$ cat config.mk
export PLATFORM = sky130hd
export DESIGN_NAME = task_timing_monitor
export DESIGN_NICKNAME = d
export VERILOG_FILES = /design/src/hw/rtl/ttm_pkg.sv /design/src/hw/rtl/ttm_ctrl.sv /design/src/hw/rtl/ttm_dpath.sv /design/src/hw/rtl/task_timing_monitor.sv
export SDC_FILE = /design/constraint.sdc
export NUM_CORES = 1
export LEC_CHECK = 0
export ABC_AREA = 1
export CELL_PAD_IN_SITES_DETAIL_PLACEMENT = 1
export CELL_PAD_IN_SITES_GLOBAL_PLACEMENT = 1
export CORE_ASPECT_RATIO = 1.5
export CORE_MARGIN = 2
export CORE_UTILIZATION = 50
export CTS_BUF_LIST = sky130_fd_sc_hd__clkbuf_16
export DETAILED_ROUTE_END_ITERATION = 10
export DONT_BUFFER_PORTS = 1
export PLACE_DENSITY = 0.84
export SETUP_SLACK_MARGIN = 0.5
export SLEW_MARGIN = 20
export SYNTH_ARGS = -nofsm -noshare
export SYNTH_HDL_FRONTEND = slang
export SYNTH_HIERARCHICAL = 1
export SYNTH_SLANG_ARGS = --single-unit
export TNS_END_PERCENT = 100
$ cat constraint.sdc
create_clock -name clock -period 6.5 [get_ports clock]
set_clock_uncertainty 0.05 [all_clocks]
set_input_delay 0.65 -clock clock [delete_from_list [all_inputs] [get_ports clock]]
set_output_delay 0.65 -clock clock [all_outputs]
set_load 0.1 [all_outputs]
$ cat src/hw/rtl/ttm_pkg.sv
// ----------------------------------------------------------------------------
// ttm_pkg
// Shared widths, constants and controller/datapath interface types for the
// task timing monitor.
// ----------------------------------------------------------------------------
package ttm_pkg;

   // field widths
   localparam int TIME_W  = 32;
   localparam int SUM_W   = 64;
   localparam int LIMIT_W = 8;

   // packed result: five 32-bit counters and the alarm flag, padded to bytes
   localparam int RSP_BITS = 5 * TIME_W + 1;
   localparam int RSP_W    = ((RSP_BITS + 7) / 8) * 8;

   // quotient bits produced by the divider, one per cycle
   localparam int DIV_STEPS = TIME_W;
   localparam int DIV_CNT_W = $clog2(DIV_STEPS);

   localparam logic [TIME_W-1:0]  ALL_ONES    = '1;
   localparam logic [LIMIT_W-1:0] LIMIT_RESET = LIMIT_W'(10);

   // item kinds on req_tuser
   localparam logic KIND_TICK = 1'b0;
   localparam logic KIND_DONE = 1'b1;

   // commands from the controller
   typedef struct packed {
      logic accept;    // take the item and update the statistics
      logic div_init;  // load the divider from the sum
      logic div_step;  // one quotient bit
      logic publish;   // move the statistics into the output register
   } ttm_cmd_type;

   // status back to the controller
   typedef struct packed {
      logic need_div;  // last item changed the sum and the run count
      logic div_last;  // the current step yields the final quotient bit
      logic out_free;  // the output register can take a new item
   } ttm_stat_type;

endpackage

$ cat src/hw/rtl/ttm_ctrl.sv
// ----------------------------------------------------------------------------
// ttm_ctrl
// Sequencer of the task timing monitor: takes an item, runs the mean
// divider when the sum changed and hands the statistics to the output.
// ----------------------------------------------------------------------------
module ttm_ctrl (
   input  logic                  clock,
   input  logic                  reset,
   input  logic                  req_tvalid,
   output logic                  req_tready,
   input  ttm_pkg::ttm_stat_type stat,
   output ttm_pkg::ttm_cmd_type  cmd
);
   import ttm_pkg::*;

   typedef enum logic [1:0] {
      ST_IDLE,
      ST_PREP,
      ST_DIV,
      ST_PUBLISH
   } state_type;

   state_type state_ff;
   state_type state_in;

   // next state
   always_comb begin
      state_in = state_ff;
      case (state_ff)
         ST_IDLE: begin
            if (req_tvalid) begin
               state_in = ST_PREP;
            end
         end
         ST_PREP: begin
            state_in = stat.need_div ? ST_DIV : ST_PUBLISH;
         end
         ST_DIV: begin
            if (stat.div_last) begin
               state_in = ST_PUBLISH;
            end
         end
         ST_PUBLISH: begin
            if (stat.out_free) begin
               state_in = ST_IDLE;
            end
         end
         default: begin
            state_in = ST_IDLE;
         end
      endcase
   end

   // state register
   always_ff @(posedge clock) begin
      if (reset) begin
         state_ff <= ST_IDLE;
      end else begin
         state_ff <= state_in;
      end
   end

   // commands to the datapath
   assign req_tready   = (state_ff == ST_IDLE);
   assign cmd.accept   = (state_ff == ST_IDLE) && req_tvalid;
   assign cmd.div_init = (state_ff == ST_PREP) && stat.need_div;
   assign cmd.div_step = (state_ff == ST_DIV);
   assign cmd.publish  = (state_ff == ST_PUBLISH) && stat.out_free;

endmodule

$ cat src/hw/rtl/ttm_dpath.sv
// ----------------------------------------------------------------------------
// ttm_dpath
// Statistics registers, the radix-2 mean divider, the limit register and
// the output register of the task timing monitor.
// ----------------------------------------------------------------------------
module ttm_dpath (
   input  logic                         clock,
   input  logic                         reset,
   input  ttm_pkg::ttm_cmd_type         cmd,
   output ttm_pkg::ttm_stat_type        stat,
   input  logic                         req_tuser,
   input  logic [ttm_pkg::TIME_W-1:0]   req_tdata,
   input  logic                         csr_wen,
   input  logic [ttm_pkg::LIMIT_W-1:0]  csr_wdata,
   output logic                         rsp_tvalid,
   input  logic                         rsp_tready,
   output logic [ttm_pkg::RSP_W-1:0]    rsp_tdata
);
   import ttm_pkg::*;

   logic [LIMIT_W-1:0]   limit_ff, limit_in;
   logic [TIME_W-1:0]    shortest_ff, shortest_in;
   logic [TIME_W-1:0]    longest_ff, longest_in;
   logic [SUM_W-1:0]     sum_ff, sum_in;
   logic [TIME_W-1:0]    runs_ff, runs_in;
   logic [TIME_W-1:0]    avg_ff, avg_in;
   logic [TIME_W-1:0]    tally_ff, tally_in;
   logic                 alarm_ff, alarm_in;
   logic                 busy_ff, busy_in;
   logic                 need_div_ff, need_div_in;
   logic [TIME_W-1:0]    rem_ff, rem_in;
   logic [TIME_W-1:0]    quo_ff, quo_in;
   logic [DIV_CNT_W-1:0] cnt_ff, cnt_in;
   logic                 rsp_valid_ff, rsp_valid_in;
   logic [RSP_W-1:0]     rsp_data_ff, rsp_data_in;

   logic [TIME_W-1:0]    tally_inc;
   logic [TIME_W:0]      trial;
   logic [TIME_W:0]      diff;
   logic                 q_bit;
   logic [TIME_W-1:0]    quo_next;

   // saturating overrun count
   assign tally_inc = (tally_ff != ALL_ONES) ? tally_ff + TIME_W'(1) : tally_ff;

   // divider step: shift in the next dividend bit, subtract when it fits
   assign trial    = {rem_ff, quo_ff[TIME_W-1]};
   assign diff     = trial - {1'b0, runs_ff};
   assign q_bit    = (trial >= {1'b0, runs_ff});
   assign quo_next = {quo_ff[TIME_W-2:0], q_bit};

   // statistics update
   always_comb begin
      limit_in    = csr_wen ? csr_wdata : limit_ff;
      shortest_in = shortest_ff;
      longest_in  = longest_ff;
      sum_in      = sum_ff;
      runs_in     = runs_ff;
      tally_in    = tally_ff;
      alarm_in    = alarm_ff;
      busy_in     = busy_ff;
      need_div_in = need_div_ff;
      if (cmd.accept) begin
         need_div_in = 1'b0;
         if (req_tuser == KIND_TICK) begin
            if (busy_ff) begin
               tally_in = tally_inc;
               if (tally_inc > TIME_W'(limit_ff)) begin
                  alarm_in = 1'b1;
               end
            end
            busy_in = 1'b1;
         end else begin
            if (req_tdata < shortest_ff) begin
               shortest_in = req_tdata;
            end
            if (req_tdata > longest_ff) begin
               longest_in = req_tdata;
            end
            if (runs_ff != ALL_ONES) begin
               runs_in     = runs_ff + TIME_W'(1);
               sum_in      = sum_ff + SUM_W'(req_tdata);
               need_div_in = 1'b1;
            end
            busy_in = 1'b0;
         end
      end
   end

   // mean divider, one quotient bit a cycle
   always_comb begin
      rem_in = rem_ff;
      quo_in = quo_ff;
      cnt_in = cnt_ff;
      avg_in = avg_ff;
      if (cmd.div_init) begin
         rem_in = sum_ff[SUM_W-1:TIME_W];
         quo_in = sum_ff[TIME_W-1:0];
         cnt_in = '0;
      end else if (cmd.div_step) begin
         rem_in = q_bit ? diff[TIME_W-1:0] : trial[TIME_W-1:0];
         quo_in = quo_next;
         cnt_in = cnt_ff + DIV_CNT_W'(1);
         if (stat.div_last) begin
            avg_in = quo_next;
         end
      end
   end

   // output register
   always_comb begin
      rsp_valid_in = rsp_valid_ff;
      rsp_data_in  = rsp_data_ff;
      if (cmd.publish) begin
         rsp_valid_in = 1'b1;
         rsp_data_in  = RSP_W'({alarm_ff, tally_ff, runs_ff, avg_ff,
                                longest_ff, shortest_ff});
      end else if (rsp_tready) begin
         rsp_valid_in = 1'b0;
      end
   end

   // control and statistics registers
   always_ff @(posedge clock) begin
      if (reset) begin
         limit_ff     <= LIMIT_RESET;
         shortest_ff  <= ALL_ONES;
         longest_ff   <= '0;
         sum_ff       <= '0;
         runs_ff      <= '0;
         avg_ff       <= '0;
         tally_ff     <= '0;
         alarm_ff     <= 1'b0;
         busy_ff      <= 1'b0;
         need_div_ff  <= 1'b0;
         rsp_valid_ff <= 1'b0;
      end else begin
         limit_ff     <= limit_in;
         shortest_ff  <= shortest_in;
         longest_ff   <= longest_in;
         sum_ff       <= sum_in;
         runs_ff      <= runs_in;
         avg_ff       <= avg_in;
         tally_ff     <= tally_in;
         alarm_ff     <= alarm_in;
         busy_ff      <= busy_in;
         need_div_ff  <= need_div_in;
         rsp_valid_ff <= rsp_valid_in;
      end
   end

   // divider working registers and output payload
   always_ff @(posedge clock) begin
      rem_ff      <= rem_in;
      quo_ff      <= quo_in;
      cnt_ff      <= cnt_in;
      rsp_data_ff <= rsp_data_in;
   end

   // status to the controller
   assign stat.need_div = need_div_ff;
   assign stat.div_last = (cnt_ff == DIV_CNT_W'(DIV_STEPS - 1));
   assign stat.out_free = !rsp_valid_ff || rsp_tready;

   assign rsp_tvalid = rsp_valid_ff;
   assign rsp_tdata  = rsp_data_ff;

`ifndef NO_ASSERTIONS
   // a result never overwrites one that is still waiting
   a_publish_free: assert property (@(posedge clock) disable iff (reset)
      cmd.publish |-> (!rsp_valid_ff || rsp_tready))
      else $error("result loaded while output register is held");

   // partial remainder stays below the divisor during the division
   a_rem_below: assert property (@(posedge clock) disable iff (reset)
      cmd.div_step |-> (rem_ff < runs_ff))
      else $error("divider remainder not below run count");

   // once a run was measured the minimum never exceeds the maximum
   a_min_max: assert property (@(posedge clock) disable iff (reset)
      (runs_ff != '0) |-> (shortest_ff <= longest_ff))
      else $error("minimum above maximum");

   // the alarm is sticky until reset
   a_alarm_sticky: assert property (@(posedge clock) disable iff (reset)
      alarm_ff |=> alarm_ff)
      else $error("overrun alarm cleared without reset");
`endif

endmodule

$ cat src/hw/rtl/task_timing_monitor.sv
// Sequence: an accepted item passes ST_PREP, then ST_DIV (the 32-step radix-2 mean divider)
//   only for a done item that updates the mean, then ST_PUBLISH, which loads the output
//   register once it is free. A new item is taken only after the last one is published;
//   an item is taken while the last result waits.
// Reset (synchronous, active high): statistics cleared, minimum all ones,
//   overrun limit 10, no result pending.
// ----------------------------------------------------------------------------
// task_timing_monitor
// Run-time statistics for a periodic task: min, max, mean, run count,
// overrun count and sticky overrun alarm, one result per item.
// ----------------------------------------------------------------------------
module task_timing_monitor (
   input  logic                         clock,
   input  logic                         reset,
   // input items
   input  logic                         req_tvalid,
   output logic                         req_tready,
   input  logic [ttm_pkg::TIME_W-1:0]   req_tdata,  // [31:0] elapsed
   input  logic                         req_tuser,  // [0] kind
   // result items
   output logic                         rsp_tvalid,
   input  logic                         rsp_tready,
   // [31:0] min_time, [63:32] max_time, [95:64] mean_time,
   // [127:96] run_total, [159:128] overruns, [160] overrun_alarm, rest zero
   output logic [ttm_pkg::RSP_W-1:0]    rsp_tdata,
   // overrun limit register
   input  logic                         csr_wen,
   input  logic [ttm_pkg::LIMIT_W-1:0]  csr_wdata
);
   import ttm_pkg::*;

   ttm_cmd_type  cmd;
   ttm_stat_type stat;

   // sequencer
   ttm_ctrl u_ctrl (
      .clock      (clock),
      .reset      (reset),
      .req_tvalid (req_tvalid),
      .req_tready (req_tready),
      .stat       (stat),
      .cmd        (cmd)
   );

   // statistics and divider
   ttm_dpath u_dpath (
      .clock      (clock),
      .reset      (reset),
      .cmd        (cmd),
      .stat       (stat),
      .req_tuser  (req_tuser),
      .req_tdata  (req_tdata),
      .csr_wen    (csr_wen),
      .csr_wdata  (csr_wdata),
      .rsp_tvalid (rsp_tvalid),
      .rsp_tready (rsp_tready),
      .rsp_tdata  (rsp_tdata)
   );

endmodule

==> results.json <==
{
  "status": "finished clean",
  "die_w_um": 189,
  "avgSynthCellArea_sq_um": 7.90,
  "antenna_left": 0,
  "ys_seq_area_share_pct": 45.1,
  "core.rowCount": 101,
  "grt_pass1_wl_um": 135000,
  "antenna_cells": 0,
  "h-tree-depth": 2,
  "critPathMostFrequentCell": "nand2_1",
  "hold_depth": 1,
  "rsz0062_at_grt": "false",
  "wirelength_um": 87100,
  "grt_pass1_vias": 24500,
  "drc": 0,
  "cp_slowest_stage_delay_ps": 890,
  "wl_per_cell_um": 22.2,
  "clk_latency_ps": 610,
  "swShare_pct": 40.3,
  "fp.dieH_um": 282,
  "critPathMaxFanout": 42,
  "period_share_pct": 62.0,
  "p_per_area_nw_per_um2": 362,
  "first_pass_iters": 5,
  "cts_hold_buf": 0,
  "arrival_ps": 4450,
  "hold_viol_final": 0,
  "finalSetupViolations": 0,
  "internal-power_mw": 6.00,
  "end_kind": "flop",
  "max_freq_mhz": 248,
  "gr-total-overflow": 0,
  "finalMaxSlewViolations": 0,
  "synth_top_area_share_pct": 26.2,
  "worst-r2r-cell-count": 14,
  "fin_setup_tns_ps": 0,
  "synth-seq-cells": 468,
  "timing.final.crit_period_ps": 4030,
  "max_slew_margin_pct": 27.9,
  "synth_area_leaders": "edfxtp_1 (26%), dfxtp_1 (19%), nand2_1 (9.5%)",
  "detailed_place_hpwl_um": 66200,
  "synthFlopType": "dfxtp_1",
  "syn_inst": 3264,
  "synthToLayoutAreaGrowth_pct": 7.46,
  "start_util_pct": 50.7,
  "p_leak_nw": 11.2,
  "p_comb_share_pct": 27.9,
  "place_area_sq_um": 26200,
  "cts_sinks": 468,
  "pwr-share-clk_pct": 26.8,
  "cts-root-buf": "clkbuf_16",
  "synth_cell_types": 55,
  "die-area_sq_um": 53400,
  "gp_congestion": 0.959,
  "cts_buffer_depth": 3,
  "grt_usage_pct": 32.6,
  "cts_resized": 0,
  "multi_input_area_sq_um": 11900,
  "switchingPower_mw": 4.04,
  "yosys.area.top_type": "edfxtp_1",
  "portBuffers": 0,
  "path_clk_slew_ps": 70,
  "syn-cell-area_sq_um": 25800,
  "vdd_ir_drop_max_mv": 0.242,
  "final_cell_mix": "nand2_1 (650), inv_1 (446), nor2_1 (316)",
  "final_cell_area_sq_um": 27700,
  "ys_warn_count": 6,
  "maxCapViolations": 0,
  "synth_edf_count": 225,
  "seqPwrFrac_pct": 45.3,
  "vias_per_cell": 5.82,
  "first_iter_violations": 1155,
  "crit_chain": "inv_1, ha_1, nand2_1, inv_1, nand2_1, clkinv_1, nand2_2, inv_2, buf_4, nand2_1, inv_2, nand2_1, o21ai_1, a21oi_1",
  "worst_slew_pin_slew_ps": 1080,
  "numCtsBuffers": 45,
  "vias": 22900,
  "ios": 216,
  "drive_gt1_share_pct": 5.58,
  "worst-setup-path-type": "reg -> reg",
  "n_fill_cell": 6294,
  "final-seq-area_sq_um": 11600,
  "synthArstFlopShare_pct": 0,
  "coreArea_sq_um": 50800,
  "nets": 3413,
  "start_kind": "flop",
  "cts_setup_buffers": 0,
  "cts_tree": "done",
  "hp-class": "in -> reg",
  "crit_required_ps": 6920,
  "final_common_cell": "nand2_1",
  "crit_slowest_cell": "ha_1",
  "grt_max_degree": 95,
  "antenna_found_initial": 0
}
layout make-up:
type | count | share of cell area, %
Sequential cell | 468 | 42.0
Multi-Input combinational cell | 2225 | 42.9
Tap cell | 669 | 3.02
Clock inverter | 39 | 1.31
Clock buffer | 45 | 4.07
Timing Repair Buffer | 17 | 0.461
Inverter | 465 | 6.33
critical path: cells and delay by family, from the launching register on:
family | cells | cell delay [ps]
flops | 1 | 360
buf+inv | 6 | 1720
compound gates | 2 | 280
simple gates | 5 | 580
fa+ha+maj | 1 | 890
power by group through the flow:
stage / Clock [mW] / Combinational (mW) / Sequential (mW)
after floorplan: 0 / 2.07 / 4.48
after global placement: 0 / 2.62 / 4.59
after detailed placement: 0 / 2.74 / 4.60
after CTS: 2.74 / 2.78 / 4.55
after global routing: 2.85 / 3.12 / 4.59
final: 2.69 / 2.80 / 4.55
through the flow:
stage / total power [mW] / utilization, % / cells / worst slack (ps) / hold slack [ps]
global placement: 7.21 / 51.6 / 3844 / 2760 / 365
floorplan: 6.55 / - / 3270 / 1870 / 358
detailed placement: 7.35 / 51.6 / 3844 / 2540 / 367
finish: 10.0 / 54.5 / 3928 / 2470 / 60.4
global route: 10.6 / 54.5 / 3928 / 2200 / 37.6
CTS: 10.1 / 54.5 / 3928 / 2490 / 49.4
Yosys cell counts, types with 5 or more instances:
library cell and count:
nor3_2 6, o21ai_1 48, nand4_1 73, o211ai_1 10
buf_1 5, o211ai_2 10, inv_1 444, a21oi_1 290
clkbuf_1 57, xnor2_1 27, buf_6 13, o21bai_1 5
nand2_1 651, buf_4 13, nor2_2 11, nand3b_1 30
ha_1 143, nor3_1 59, o21a_1 14, edfxtp_1 225
nor2_1 317, nand3_1 220, nand3_2 7, nand2_2 14
dfxtp_1 243, nor4_1 20, a31oi_1 6, o21ai_0 186
inv_2 19, buf_2 24, xor2_1 27
kinds of logic (layout without fill, tap and decap cells):
kind of cell | count (synthesis) | count (layout) | synth area share [%]
buffers and inverters | 577 | 566 | 9.09
other | 1 | 7 | 0.0145
and+or+nand+nor | 1432 | 1432 | 24.7
AOI/OAI and AO/OA | 587 | 587 | 12.2
DFF | 468 | 468 | 45.1
adders and majority gates | 145 | 145 | 7.10
xor gates and xnor gates | 54 | 54 | 1.84
registers in the layout (all words and copies together), names as in the netlist:
register	flops
u_dpath/rsp_tvalid	1
u_ctrl/state_ff	2
u_dpath/avg_ff	32
u_dpath/rsp_tdata	161
u_dpath/cnt_ff	5
u_dpath/tally_ff	32
u_dpath/busy_ff	1
u_dpath/alarm_ff	1
u_dpath/runs_ff	32
u_dpath/sum_ff	64
u_dpath/rem_ff	32
u_dpath/quo_ff	32
u_dpath/limit_ff	8
u_dpath/need_div_ff	1
u_dpath/shortest_ff	32
u_dpath/longest_ff	32
final timing paths:
path                                end               start  slack, ps
hold / removal       u_dpath/rsp_tvalid               reset         60
setup / recovery    u_dpath/runs_ff[19]  u_ctrl/state_ff[0]       2470
hold reg to reg   u_dpath/rsp_tdata[73]   u_dpath/avg_ff[9]        380
setup reg to reg    u_dpath/runs_ff[19]  u_ctrl/state_ff[0]       2470
metal layers:
layer | global-route usage, % | vias up | part of all wire, %
met5 | 0 | - | 0
met3 | 4.68 | 275 | 4.2
li1 | - | 10800 | -
met4 | 18.7 | 0 | 6.2
met1 | 33.6 | 11200 | 36
met2 | 62.5 | 657 | 53
Note: power is estimated with default switching activity, not from simulation.
